## config.mk

```make
export PLATFORM = sky130hd
export DESIGN_NAME = wav_header_chunk_parser
export DESIGN_NICKNAME = d
export VERILOG_FILES = /design/src/rtl/core/whp_pkg.sv /design/src/rtl/core/whp_cfg.sv /design/src/rtl/core/whp_parse.sv /design/src/rtl/core/wav_header_chunk_parser.sv
export SDC_FILE = /design/constraint.sdc
export NUM_CORES = 1
export LEC_CHECK = 0
export BUFFER_PORTS_ARGS = -buffer_cell sky130_fd_sc_hd__buf_2
export CELL_PAD_IN_SITES_DETAIL_PLACEMENT = 1
export CELL_PAD_IN_SITES_GLOBAL_PLACEMENT = 2
export CORE_AREA = 2 2 211 213
export DETAILED_ROUTE_END_ITERATION = 7
export DIE_AREA = 0 0 213 215
export GPL_TIMING_DRIVEN = 0
export PLACE_DENSITY_LB_ADDON = 0.25
export SLEW_MARGIN = 25
export SYNTH_ARGS = -nofsm -noshare
export SYNTH_HDL_FRONTEND = slang
export SYNTH_SLANG_ARGS = --single-unit
```

## constraint.sdc

```tcl
create_clock -name clk -period 9.9 [get_ports clk]
set_clock_uncertainty 0.2 [all_clocks]
set_input_delay 0 -clock clk [delete_from_list [all_inputs] [get_ports clk]]
set_output_delay 0 -clock clk [all_outputs]
set_load 0.02 [all_outputs]
```

## src/rtl/core/whp_pkg.sv

```systemverilog
// Shared types and constants for the WAV header chunk parser.
// Holds tag values, phase and status codes, and the structs passed between modules.
// No dependencies.
package whp_pkg;

    // Chunk and file tags as they appear gathered little-endian in a 32-bit word.
    localparam logic [31:0] TAG_RIFF = 32'h4646_4952;
    localparam logic [31:0] TAG_WAVE = 32'h4556_4157;
    localparam logic [31:0] TAG_FMT  = 32'h2074_6D66;
    localparam logic [31:0] TAG_DATA = 32'h6174_6164;

    localparam logic [15:0] FMT_PCM      = 16'd1;
    localparam logic [31:0] FMT_BODY_LEN = 32'd16;

    localparam logic [6:0]  REQ_BITS_RESET     = 7'd16;
    localparam logic [15:0] MAX_CHANNELS_RESET = 16'd2;

    // Configuration register indexes.
    localparam logic CFG_REQUIRED_BITS = 1'b0;
    localparam logic CFG_MAX_CHANNELS  = 1'b1;

    typedef enum logic [2:0] {
        PH_RIFF,
        PH_RSIZE,
        PH_WAVE,
        PH_HEAD,
        PH_FMT,
        PH_SKIP,
        PH_DONE
    } phase_t;

    typedef enum logic [1:0] {
        KIND_OTHER,
        KIND_FMT,
        KIND_DATA
    } kind_t;

    typedef enum logic [2:0] {
        ST_OK,
        ST_BAD_RIFF,
        ST_BAD_WAVE,
        ST_NOT_PCM,
        ST_SHORT_FMT,
        ST_NO_FMT,
        ST_UNSUPPORTED,
        ST_TRUNCATED
    } status_t;

    typedef struct packed {
        logic [6:0]  required_bits;
        logic [15:0] max_channel_count;
    } cfg_t;

    typedef struct packed {
        status_t     status;
        logic [31:0] sample_rate;
        logic [15:0] channel_count;
        logic [15:0] sample_bits;
    } result_t;

endpackage

```

## src/rtl/core/whp_cfg.sv

```systemverilog
// Configuration registers of the WAV header chunk parser.
// Depends on whp_pkg for the register indexes and the cfg_t struct.
module whp_cfg
    import whp_pkg::*;
(
    input  logic        clk,
    input  logic        rst_n,
    input  logic        cfg_valid,
    output logic        cfg_ready,
    input  logic        cfg_index,
    input  logic [15:0] cfg_data,
    output cfg_t        cfg
);

    logic [6:0]  req_bits_reg;
    logic [6:0]  req_bits_next;
    logic [15:0] max_chan_reg;
    logic [15:0] max_chan_next;

    assign cfg_ready = 1'b1;

    always_comb
    begin
        req_bits_next = req_bits_reg;
        max_chan_next = max_chan_reg;
        if (cfg_valid)
        begin
            case (cfg_index)
                CFG_REQUIRED_BITS: req_bits_next = cfg_data[6:0];
                CFG_MAX_CHANNELS:  max_chan_next = cfg_data;
                default:           req_bits_next = req_bits_reg;
            endcase
        end
    end

    always_ff @(posedge clk or negedge rst_n)
    begin
        if (!rst_n)
        begin
            req_bits_reg <= REQ_BITS_RESET;
            max_chan_reg <= MAX_CHANNELS_RESET;
        end
        else
        begin
            req_bits_reg <= req_bits_next;
            max_chan_reg <= max_chan_next;
        end
    end

    assign cfg.required_bits     = req_bits_reg;
    assign cfg.max_channel_count = max_chan_reg;

endmodule

```

## src/rtl/core/whp_parse.sv

```systemverilog
// Parser state and the per-byte update of the WAV header chunk parser.
// Depends on whp_pkg for tags, phase, kind and status codes and the structs.
module whp_parse
    import whp_pkg::*;
(
    input  logic       clk,
    input  logic       rst_n,
    input  logic       step,
    input  logic [7:0] data_byte,
    input  logic       first_byte,
    input  logic       last_byte,
    input  cfg_t       cfg,
    output logic       res_valid,
    output result_t    res
);

    phase_t      phase_reg,    phase_next,    phase_cur;
    logic [3:0]  index_reg,    index_next,    index_cur;
    logic [31:0] gather_reg,   gather_next,   gather_cur;
    kind_t       kind_reg,     kind_next,     kind_cur;
    logic [32:0] skip_reg,     skip_next,     skip_cur;
    logic        fmt_seen_reg, fmt_seen_next, fmt_seen_cur;
    logic [15:0] format_reg,   format_next,   format_cur;
    logic [31:0] rate_reg,     rate_next,     rate_cur;
    logic [15:0] chan_reg,     chan_next,     chan_cur;
    logic [15:0] bits_reg,     bits_next,     bits_cur;
    logic        verdict_reg,  verdict_next,  verdict_cur;

    logic        st_valid;
    status_t     st_code;
    status_t     data_status;
    logic [31:0] word;

    // A first byte clears the file state before the byte itself is taken.
    always_comb
    begin
        if (first_byte)
        begin
            phase_cur    = PH_RIFF;
            index_cur    = '0;
            gather_cur   = '0;
            kind_cur     = KIND_OTHER;
            skip_cur     = '0;
            fmt_seen_cur = 1'b0;
            format_cur   = '0;
            rate_cur     = '0;
            chan_cur     = '0;
            bits_cur     = '0;
            verdict_cur  = 1'b0;
        end
        else
        begin
            phase_cur    = phase_reg;
            index_cur    = index_reg;
            gather_cur   = gather_reg;
            kind_cur     = kind_reg;
            skip_cur     = skip_reg;
            fmt_seen_cur = fmt_seen_reg;
            format_cur   = format_reg;
            rate_cur     = rate_reg;
            chan_cur     = chan_reg;
            bits_cur     = bits_reg;
            verdict_cur  = verdict_reg;
        end
    end

    assign word = {data_byte, gather_cur[31:8]};

    always_comb
    begin
        if (!fmt_seen_cur)
            data_status = ST_NO_FMT;
        else if (rate_cur == '0 || chan_cur == '0 || bits_cur == '0)
            data_status = ST_UNSUPPORTED;
        else if (bits_cur != {9'd0, cfg.required_bits})
            data_status = ST_UNSUPPORTED;
        else if (chan_cur > cfg.max_channel_count)
            data_status = ST_UNSUPPORTED;
        else
            data_status = ST_OK;
    end

    always_comb
    begin
        phase_next    = phase_cur;
        index_next    = index_cur;
        gather_next   = gather_cur;
        kind_next     = kind_cur;
        skip_next     = skip_cur;
        fmt_seen_next = fmt_seen_cur;
        format_next   = format_cur;
        rate_next     = rate_cur;
        chan_next     = chan_cur;
        bits_next     = bits_cur;
        verdict_next  = verdict_cur;
        st_valid      = 1'b0;
        st_code       = ST_OK;

        if (!verdict_cur)
        begin
            gather_next = word;
            case (phase_cur)
                PH_RIFF, PH_RSIZE, PH_WAVE:
                begin
                    if (index_cur < 4'd3)
                        index_next = index_cur + 4'd1;
                    else
                    begin
                        index_next = '0;
                        if (phase_cur == PH_RIFF)
                        begin
                            if (word != TAG_RIFF)
                            begin
                                st_valid = 1'b1;
                                st_code  = ST_BAD_RIFF;
                            end
                            else
                                phase_next = PH_RSIZE;
                        end
                        else if (phase_cur == PH_RSIZE)
                            phase_next = PH_WAVE;
                        else if (word != TAG_WAVE)
                        begin
                            st_valid = 1'b1;
                            st_code  = ST_BAD_WAVE;
                        end
                        else
                            phase_next = PH_HEAD;
                    end
                end
                PH_HEAD:
                begin
                    if (index_cur == 4'd3)
                    begin
                        if (word == TAG_FMT)
                            kind_next = KIND_FMT;
                        else if (word == TAG_DATA)
                            kind_next = KIND_DATA;
                        else
                            kind_next = KIND_OTHER;
                    end
                    if (index_cur < 4'd7)
                        index_next = index_cur + 4'd1;
                    else
                    begin
                        // Size word complete: the body length plus a pad byte if odd.
                        index_next = '0;
                        if (kind_next == KIND_DATA)
                        begin
                            st_valid = 1'b1;
                            st_code  = data_status;
                        end
                        else if (kind_next == KIND_FMT)
                        begin
                            if (word < FMT_BODY_LEN)
                            begin
                                st_valid = 1'b1;
                                st_code  = ST_SHORT_FMT;
                            end
                            else
                            begin
                                skip_next  = {1'b0, word - FMT_BODY_LEN} + {32'd0, word[0]};
                                phase_next = PH_FMT;
                            end
                        end
                        else
                        begin
                            skip_next  = {1'b0, word} + {32'd0, word[0]};
                            phase_next = (skip_next != '0) ? PH_SKIP : PH_HEAD;
                        end
                    end
                end
                PH_FMT:
                begin
                    if (index_cur < 4'd2)
                    begin
                        if (index_cur[0])
                            format_next[15:8] = data_byte;
                        else
                            format_next[7:0] = data_byte;
                    end
                    else if (index_cur < 4'd4)
                    begin
                        if (index_cur[0])
                            chan_next[15:8] = data_byte;
                        else
                            chan_next[7:0] = data_byte;
                    end
                    else if (index_cur < 4'd8)
                    begin
                        case (index_cur[1:0])
                            2'd0:    rate_next[7:0]   = data_byte;
                            2'd1:    rate_next[15:8]  = data_byte;
                            2'd2:    rate_next[23:16] = data_byte;
                            default: rate_next[31:24] = data_byte;
                        endcase
                    end
                    else if (index_cur >= 4'd14)
                    begin
                        if (index_cur[0])
                            bits_next[15:8] = data_byte;
                        else
                            bits_next[7:0] = data_byte;
                    end

                    if (index_cur < 4'd15)
                        index_next = index_cur + 4'd1;
                    else if (format_next != FMT_PCM)
                    begin
                        st_valid = 1'b1;
                        st_code  = ST_NOT_PCM;
                    end
                    else
                    begin
                        fmt_seen_next = 1'b1;
                        index_next    = '0;
                        phase_next    = (skip_cur != '0) ? PH_SKIP : PH_HEAD;
                    end
                end
                PH_SKIP:
                begin
                    if (skip_cur != '0)
                        skip_next = skip_cur - 33'd1;
                    if (skip_next == '0)
                    begin
                        phase_next = PH_HEAD;
                        index_next = '0;
                    end
                end
                default:
                begin
                    phase_next = phase_cur;
                end
            endcase

            if (!st_valid && last_byte)
            begin
                st_valid = 1'b1;
                st_code  = ST_TRUNCATED;
            end
            if (st_valid)
            begin
                verdict_next = 1'b1;
                phase_next   = PH_DONE;
            end
        end
    end

    always_ff @(posedge clk or negedge rst_n)
    begin
        if (!rst_n)
        begin
            phase_reg    <= PH_RIFF;
            index_reg    <= '0;
            gather_reg   <= '0;
            kind_reg     <= KIND_OTHER;
            skip_reg     <= '0;
            fmt_seen_reg <= 1'b0;
            format_reg   <= '0;
            rate_reg     <= '0;
            chan_reg     <= '0;
            bits_reg     <= '0;
            verdict_reg  <= 1'b0;
        end
        else if (step)
        begin
            phase_reg    <= phase_next;
            index_reg    <= index_next;
            gather_reg   <= gather_next;
            kind_reg     <= kind_next;
            skip_reg     <= skip_next;
            fmt_seen_reg <= fmt_seen_next;
            format_reg   <= format_next;
            rate_reg     <= rate_next;
            chan_reg     <= chan_next;
            bits_reg     <= bits_next;
            verdict_reg  <= verdict_next;
        end
    end

    assign res_valid         = st_valid;
    assign res.status        = st_code;
    assign res.sample_rate   = rate_next;
    assign res.channel_count = chan_next;
    assign res.sample_bits   = bits_next;

endmodule

```

## src/rtl/core/wav_header_chunk_parser.sv

```systemverilog
// Top level of the WAV header chunk parser: input register, parser, result register.
// Depends on whp_pkg, whp_cfg and whp_parse.
//
//  channel | signals                                     | direction
//  in      | in_valid, in_ready, data_byte, first/last   | byte stream in
//  out     | out_valid, out_ready, status, sample_rate,  | one verdict per file
//          | channel_count, sample_bits                  |
//  cfg     | cfg_valid, cfg_ready, cfg_index, cfg_data   | register writes
//
// One byte is taken every cycle while no verdict waits unread; verdicts are registered.
// The rate is set by the combinational state update between input and result register.
// Reset clears the parser to expect a RIFF tag and loads the register defaults.
// While a verdict waits unread, one more byte item is held in the input register.
module wav_header_chunk_parser
    import whp_pkg::*;
(
    input  logic        clk,
    input  logic        rst_n,
    input  logic        in_valid,
    output logic        in_ready,
    input  logic [7:0]  data_byte,
    input  logic        first_byte,
    input  logic        last_byte,
    output logic        out_valid,
    input  logic        out_ready,
    output logic [2:0]  status,
    output logic [31:0] sample_rate,
    output logic [15:0] channel_count,
    output logic [15:0] sample_bits,
    input  logic        cfg_valid,
    output logic        cfg_ready,
    input  logic        cfg_index,
    input  logic [15:0] cfg_data
);

    cfg_t        cfg;
    logic        in_full_reg;
    logic        in_full_next;
    logic [7:0]  byte_reg;
    logic        first_reg;
    logic        last_reg;
    logic        out_valid_reg;
    logic        out_valid_next;
    result_t     res;
    result_t     res_reg;
    logic        res_valid;
    logic        step;

    whp_cfg u_cfg (
        .clk       (clk),
        .rst_n     (rst_n),
        .cfg_valid (cfg_valid),
        .cfg_ready (cfg_ready),
        .cfg_index (cfg_index),
        .cfg_data  (cfg_data),
        .cfg       (cfg)
    );

    // The held item is processed once the result register has room for its verdict.
    assign step     = in_full_reg && (!out_valid_reg || out_ready);
    assign in_ready = !in_full_reg || step;

    whp_parse u_parse (
        .clk        (clk),
        .rst_n      (rst_n),
        .step       (step),
        .data_byte  (byte_reg),
        .first_byte (first_reg),
        .last_byte  (last_reg),
        .cfg        (cfg),
        .res_valid  (res_valid),
        .res        (res)
    );

    always_comb
    begin
        if (in_valid && in_ready)
            in_full_next = 1'b1;
        else if (step)
            in_full_next = 1'b0;
        else
            in_full_next = in_full_reg;

        if (step && res_valid)
            out_valid_next = 1'b1;
        else if (out_ready)
            out_valid_next = 1'b0;
        else
            out_valid_next = out_valid_reg;
    end

    always_ff @(posedge clk or negedge rst_n)
    begin
        if (!rst_n)
        begin
            in_full_reg   <= 1'b0;
            out_valid_reg <= 1'b0;
        end
        else
        begin
            in_full_reg   <= in_full_next;
            out_valid_reg <= out_valid_next;
        end
    end

    always_ff @(posedge clk)
    begin
        if (in_valid && in_ready)
        begin
            byte_reg  <= data_byte;
            first_reg <= first_byte;
            last_reg  <= last_byte;
        end
        if (step && res_valid)
            res_reg <= res;
    end

    assign out_valid     = out_valid_reg;
    assign status        = res_reg.status;
    assign sample_rate   = res_reg.sample_rate;
    assign channel_count = res_reg.channel_count;
    assign sample_bits   = res_reg.sample_bits;

`ifndef SYNTH
    // A held byte whose verdict has nowhere to go stays in the input register.
    a_hold_input: assert property (@(posedge clk) disable iff (!rst_n)
        (in_full_reg && out_valid_reg && !out_ready) |=> in_full_reg)
        else $error("input item lost while result register was blocked");

    // A verdict only appears from a processed byte.
    a_result_source: assert property (@(posedge clk) disable iff (!rst_n)
        $rose(out_valid_reg) |-> $past(step))
        else $error("result appeared without a processed item");

    // An accepted file must match the configured bit depth and channel limit.
    a_ok_fields: assert property (@(posedge clk) disable iff (!rst_n)
        (out_valid_reg && res_reg.status == ST_OK) |->
        (res_reg.sample_bits == {9'd0, cfg.required_bits} &&
         res_reg.channel_count <= cfg.max_channel_count &&
         res_reg.channel_count != '0 && res_reg.sample_rate != '0))
        else $error("ok verdict with fields outside the accepted range");
`endif

endmodule
```

**Word-level counts from Yosys, hierarchy flattened**

Index checks and enable logic that the tools add are counted.

- Register bits: 250
- Word-level logic and storage cells: 203

- Add/sub/neg operators: 5
- $lt $le $gt $ge: 9
- Eq/ne operators: 16
- Muxes and demuxes: 125
- Bitwise logic cells: 1
- Reduce and logical (&&, ||, !) cells: 25

Operators with widths:

| kind | count |
|---|---|
| 33-bit 2-to-1 mux | 9 |
| 16-bit 2-to-1 mux | 18 |
| 32-bit 2-to-1 mux | 8 |
| 3-bit 2-to-1 mux | 30 |
| 8-bit 2-to-1 mux | 10 |
| 32-bit by 1-bit adder with 33-bit output | 2 |
| 33-bit one-hot mux with 2 select lines | 1 |
| 33-bit nonzero test | 2 |
| 32-bit by 31-bit inequality test with 1-bit output (second input constant) | 2 |
| 33-bit zero test | 1 |
| 33-bit by 1-bit subtractor with 33-bit output (second input constant) | 1 |
| 32-bit by 30-bit == test with 1-bit output (second input constant) | 1 |
| 32-bit by 31-bit == test with 1-bit output (second input constant) | 1 |
| 16-bit zero test | 2 |
| 32-bit zero test | 1 |
| 32-bit by 5-bit less-than comparator with 1-bit output (second input constant) | 1 |
| 32-bit by 5-bit subtractor with 32-bit output (second input constant) | 1 |
| 1-bit 2-to-1 mux | 28 |
| 4-bit 2-to-1 mux | 7 |
| 2-bit 2-to-1 mux | 10 |
| 16-bit greater-than comparator | 1 |
| 16-bit by 1-bit inequality test with 1-bit output (second input constant) | 1 |
| 16-bit by 7-bit inequality test with 1-bit output | 1 |
| 4-bit one-hot mux with 4 select lines | 1 |
| other kinds (23) | 41 |

**Longest topological paths before layout**

- Word-level depth: 20
- Gate-level depth with buffers: 22

**Modules after synthesis**

A second synthesis with hierarchy kept.

- Cell total of the unflattened synthesis: 1919
- Area total of the unflattened synthesis: 16968.8 um^2

By module, submodules not included:

| module | times used | cells each | area an instance (um^2) | sequential area each (um^2) |
|---|---|---|---|---|
| whp_parse | 1 | 1780 | 13584.3 | 3703.6 |
| wav_header_chunk_parser | 1 | 87 | 2423.6 | 2362.3 |
| whp_cfg | 1 | 52 | 960.9 | 578.1 |

**Worst setup path before layout**

Ideal clock, no wire load.

- Path kind: flip-flop to flip-flop
- From: register first_reg
- To: register res_reg (netlist bit channel_count[0]) (enable)
- Setup time: 0.493 ns
- Arrival time: 6.303 ns
- Required time: 9.207 ns
- Setup slack: 2.904 ns
- Stages on the path, launching flop included: 21
- Path buffers: 10
- Cell sequence: edfxtp_1 > buf_2 > buf_2 > buf_2 > buf_2 > buf_2 > buf_2 > buf_1 > buf_2 > buf_2 > clkbuf_1 > nor2b_1 > inv_1 > ha_1 > and3_1 > o2111ai_1 > nor4_1 > a21o_1 > a21o_1 > a2111oi_2 > nor2_1

- Word-level cells in the longest chain between the ends: 19
- Elaborated cells between the ends (all ways): 54

RTL lines:

| item | RTL line | RTL |
|---|---|---|
| start: declaration | wav_header_chunk_parser.sv:40 | `logic first_reg;` |
| start signal: assignment | wav_header_chunk_parser.sv:111 | `first_reg <= first_byte;` |
| 32-bit 2-to-1 mux | whp_parse.sv:37 | `if (first_byte)` |
| 32-bit by 31-bit == test with 1-bit output | whp_parse.sv:137 | `else if (word == TAG_DATA)` |
| 2-bit 2-to-1 mux | whp_parse.sv:137 |  |
| 2-bit 2-to-1 mux | whp_parse.sv:135 | `if (word == TAG_FMT)` |
| 2-bit 2-to-1 mux | whp_parse.sv:133 | `if (index_cur == 4'd3)` |
| 2-bit 2-to-1 mux | whp_parse.sv:102 | `case (phase_cur)` |
| 2-bit 2-to-1 mux | whp_parse.sv:99 | `if (!verdict_cur)` |
| 2-bit by 1-bit == test with 1-bit output | whp_parse.sv:153 | `else if (kind_next == KIND_FMT)` |
| (+3 left out) | n/a |  |
| 1-bit one-hot mux with 3 select lines | whp_parse.sv:102 |  |
| 1-bit 2-to-1 mux | whp_parse.sv:99 |  |
| 1-bit zero test | whp_parse.sv:236 | `if (!st_valid && last_byte)` |
| 1-bit logical AND | whp_parse.sv:236 |  |
| 1-bit 2-to-1 mux | whp_parse.sv:236 |  |
| 1-bit 2-to-1 mux | whp_parse.sv:99 |  |
| 1-bit 2-to-1 mux (*) | whp_parse.sv:99 |  |
| 1-bit logical AND (*) | wav_header_chunk_parser.sv:114 | `if (step && res_valid)` |
| end signal: assignment | wav_header_chunk_parser.sv:115 | `res_reg <= res;` |
| end: declaration | wav_header_chunk_parser.sv:45 | `result_t res_reg;` |

Every way passes the cells marked *; elsewhere a longest branch is shown, timed or not. The select of a mux whose other input is x is not followed.
A chain may end at the register's enable or synchronous reset.

**Final worst setup path**

- From: register first_reg
- To: register u_parse.phase_reg[2]

- Word-level cells in the longest chain between the ends: 19
- Elaborated cells between the ends (all ways): 79

RTL lines:

| item | RTL line | RTL |
|---|---|---|
| 32-bit 2-to-1 mux | whp_parse.sv:37 |  |
| 32-bit by 31-bit == test with 1-bit output | whp_parse.sv:137 |  |
| 2-bit 2-to-1 mux | whp_parse.sv:137 |  |
| 2-bit 2-to-1 mux | whp_parse.sv:135 |  |
| 2-bit 2-to-1 mux | whp_parse.sv:133 |  |
| 2-bit 2-to-1 mux | whp_parse.sv:102 |  |
| 2-bit 2-to-1 mux | whp_parse.sv:99 |  |
| 2-bit by 1-bit == test with 1-bit output | whp_parse.sv:153 |  |
| (+3 left out) | n/a |  |
| 1-bit one-hot mux with 3 select lines | whp_parse.sv:102 |  |
| 1-bit 2-to-1 mux | whp_parse.sv:99 |  |
| 1-bit zero test | whp_parse.sv:236 |  |
| 1-bit logical AND | whp_parse.sv:236 |  |
| 1-bit 2-to-1 mux | whp_parse.sv:236 |  |
| 1-bit 2-to-1 mux | whp_parse.sv:99 |  |
| 3-bit 2-to-1 mux | whp_parse.sv:241 | `if (st_valid)` |
| 3-bit 2-to-1 mux (*) | whp_parse.sv:99 |  |
| end signal: assignment | whp_parse.sv:267 | `phase_reg <= phase_next;` |
| end: declaration | whp_parse.sv:17 | `phase_t phase_reg, phase_next, phase_cur;` |

Marked as above.

==> key figures <==
Run status
  – Run status: finished, final reports clean

GRT
  – Global-route wire length before repair: 117,000 µm
  – Initial antenna violation count: 1
  – Global-route usage over all layers: 34.7%
  – Gr ovfl total: 0
  – Vias in the first global route: 17,536
  – Largest net degree at the start of global routing: 83

CTS
  – Clk buf depth: 3
  – Clock tree root driver cell: clkbuf_16
  – Worst-Skew Late Latency: 0.60 ns
  – CTS Hold Buffers Added: 65
  – # H-tree levels: 1
  – Post-CTS Setup Bufs: 0
  – Reg clk slew, reported paths: 0.07 ns
  – Post-CTS Resized: 0
  – Number of CTS-inserted buffers: 30
  – CTS tree: done
  – CTS Sinks: 250

Worst setup path
  – Startpoint types: register
  – Critical path arrival: between 9 and 10 ns
  – CP Cell Sequence: buf_2 > clkinv_1 > clkbuf_1 > buf_1 > clkbuf_1 > clkbuf_1 > buf_1 > nand2_1 > inv_1 > ha_1 > and4b_1 > clkbuf_1 > nand2_1 > nor4_1 > mux2i_1 > a41oi_1 > or4_1 > o21ai_0 > o211ai_1 > o22a_1
  – WP data required: 10.17 ns
  – CP max stage cell: buf_1
  – CP most frequent cell: clkbuf_1
  – WS Path Type: register to register
  – Crit end category: register
  – Worst Path Max Fanout: 11
  – Slowest stage delay, CP: ~0.93 ns

Route
  – Routed vias: 17,210
  – Initial DRC Count: 1,656
  – DRC: 0
  – TritonRoute pass-1 iters: 5
  – Routed WL: 79,700 µm
  – Final ANT Viol Nets: 0
  – Wire per inst: 28.9 µm
  – Drt via density: 6.24

Timing
  – Final setup fails: 0
  – Final Hold Fails: 0
  – Slew margin rel.: 22.1%
  – Period utilization: between 90 and 100%
  – Final WS setup: between 0.5 and 0.6 ns
  – Tightest Pin Transition: 1.17 ns
  – Unrepaired setup endpoints after global routing: false
  – Post-layout min period: 9.37 ns
  – Setup TNS: 0 ns
  – Max frequency: 107 MHz
  – Hold_ws: 0.0366 ns
  – Pins Over Slew Limit: 0

Pwr
  – Comb power frac: between 30% and 40%
  – Power Density: a little under 200 mW/mm²
  – LEAKAGE: 7.91 nW
  – Clock power frac: 30.7%
  – NetSw: 0.00158 W
  – Net Sw Frac: about two fifths
  – Internal: around 0.0023 W
  – Peak supply drop: 0.000144 V
  – Sequential Power Share: 32.5%

Synthesis
  – Asr flop ratio synth: just under 70%
  – Cell count after synthesis: ~1,900
  – Top-count cell post-synth: nand2_1
  – Number of distinct library cells after synthesis: 98
  – Post-synthesis mux area share: 4.54%
  – Syn_nets: ~2,000
  – Compound-Gate Fraction of Synth Area: between 20% and 30%
  – Number of synthesized flops with an enable pin: 77
  – Syn_area_per_cell: 8.69 µm²
  – Top cell type's share of synthesized area: 25.4%
  – Simple-gate share of the synthesized area: about a quarter
  – Yosys top cell by area: dfrtp_1
  – Yosys reg bits: 250
  – Post-synthesis xor/xnor area fraction: under 10%
  – Synth Area in Adders: around 2.0%
  – Largest family of logic cells by synthesized area: simple AND/OR/NAND/NOR gates
  – Synth Flop Type: dfrtp_1
  – Post-Syn Area: 0.0168 mm²
  – Ys Warns: 0
  – Synth top cells by count: 288 x nand2_1, 171 x dfrtp_1, 149 x nor2_1, 138 x o21ai_0, 109 x clkbuf_1
  – Largest cells by area after synthesis: dfrtp_1 25%, edfxtp_1 14%, nand2_1 6.4%
  – Sequential area share after synthesis: 39.5%

Placed design
  – DP Wirelength: 57,400 µm
  – Gpl congestion: 0.976
  – Cells after DPL: 2,633
  – DP Worst Slack: about 0.89 ns
  – Port-buffer cells: 100
  – Post-DP Area: between 0.015 and 0.02 mm²

Final layout
  – Finished Cell Area: 0.0199 mm²
  – Layout cells sized above 1: 14.4%
  – Non-filler cells, final: 2,756
  – P&R area growth vs syn: 18.2%
  – Nets: 2,197
  – Number of flip-flops under the largest register name: 33

Hold path
  – Hold Path Class: input port to register

Floorplanning
  – Die ar.: 0.0458 mm²
  – Die Y: around 220 µm
  – Cell Rows: 77
  – Die W: 213 µm
  – Ports: 102
  – Initial Util: roughly two fifths
  – Core ar.: approximately 0.044 mm²

Flow run
  – Max-cap viol count: 0
cells in the final DEF, fill, tap and decap left out, types with 20 or more instances in the layout:
cell           Yosys  final
a22oi_1           30     30
buf_2             25    124
a21oi_1           90     90
nor3_1            54     54
nand4_1           29     29
and3_1            23     23
nor4_1            47     47
dfrtp_1          171    171
ha_1              27     27
a22o_1            39     39
inv_1             43     43
a31o_2            20     20
nor2_1           149    148
edfxtp_1          77     77
nand2_1          288    288
clkbuf_16          0     31
o21ai_0          138    138
xnor2_1           47     47
nor2b_1           43     43
dlygate4sd3_1      0     64
clkbuf_1         109    115
mux2_2            58     58
xor2_1            20     20
nand3_1           41     41
final timing paths:
check | from | to | slack (ns) | depth (start not counted)
max | first_reg | u_parse.phase_reg[2] | 0.53 | 20
min | cfg_data[1] | u_cfg.max_chan_reg[1] | 0.04 | 3
max reg2reg | first_reg | u_parse.phase_reg[2] | 0.53 | 20
min reg2reg | u_parse.chan_reg[8] | u_parse.chan_reg[8] | 0.27 | 2
max in group asynchronous | rst_n | u_cfg.max_chan_reg[15] | 8.67 | 4
min in group asynchronous | rst_n | u_parse.skip_reg[10] | 0.32 | 4
worst max-delay path, delay by kind of cell, from the launching register on:
family	cells	cell delay, ns
compound gates	4	1.13
fa+ha+maj	1	0.29
buf+inv	9	5.06
flops	1	0.35
mux	1	0.25
simple gates	5	1.91
per-stage QoR:
step	util, %	power, W
after floorplan	-	0.00215
after global placement	41.4	0.00262
after detailed placement	41.7	0.00264
after CTS	45.6	0.00387
after global routing	45.6	0.00406
final	45.6	0.00391
routing by layer:
layer | track usage, % | routed length (µm) | share of wire (%)
met1 | 46.4 | 33300 | 42
met2 | 52.9 | 35200 | 44
met3 | 8.49 | 7060 | 8.9
met4 | 15.5 | 4080 | 5.1
met5 | 0 | 0 | 0
power by group through the flow:
stage	logic, W	registers [W]	clock network [W]
after floorplan	0.000875	0.00127	0
after global placement	0.00134	0.00128	0
after detailed placement	0.00136	0.00128	0
after CTS	0.00139	0.00126	0.00121
after global routing	0.00153	0.00128	0.00125
final	0.00144	0.00127	0.00120
layout make-up:
class	instances	area (µm²)
multi-input cells	1498	9430
plain buffers	145	599
repair buffers	169	1270
clock buffers	39	816
diodes	2	5.00
clock inverters	17	220
inverters	44	165
flip-flops and latches	250	6640
fillers	5086	23800
well taps	592	741
logic make-up after synthesis:
logic type | after synthesis
AO/OA/AOI/OAI | 528
multiplexers | 69
buffers and inverters | 189
flip-flops | 250
other | 1
adder cells (fa/ha/maj) | 27
AND/OR/NAND/NOR | 806
XOR/XNOR | 67
Note: power is estimated with default switching activity, not from simulation.
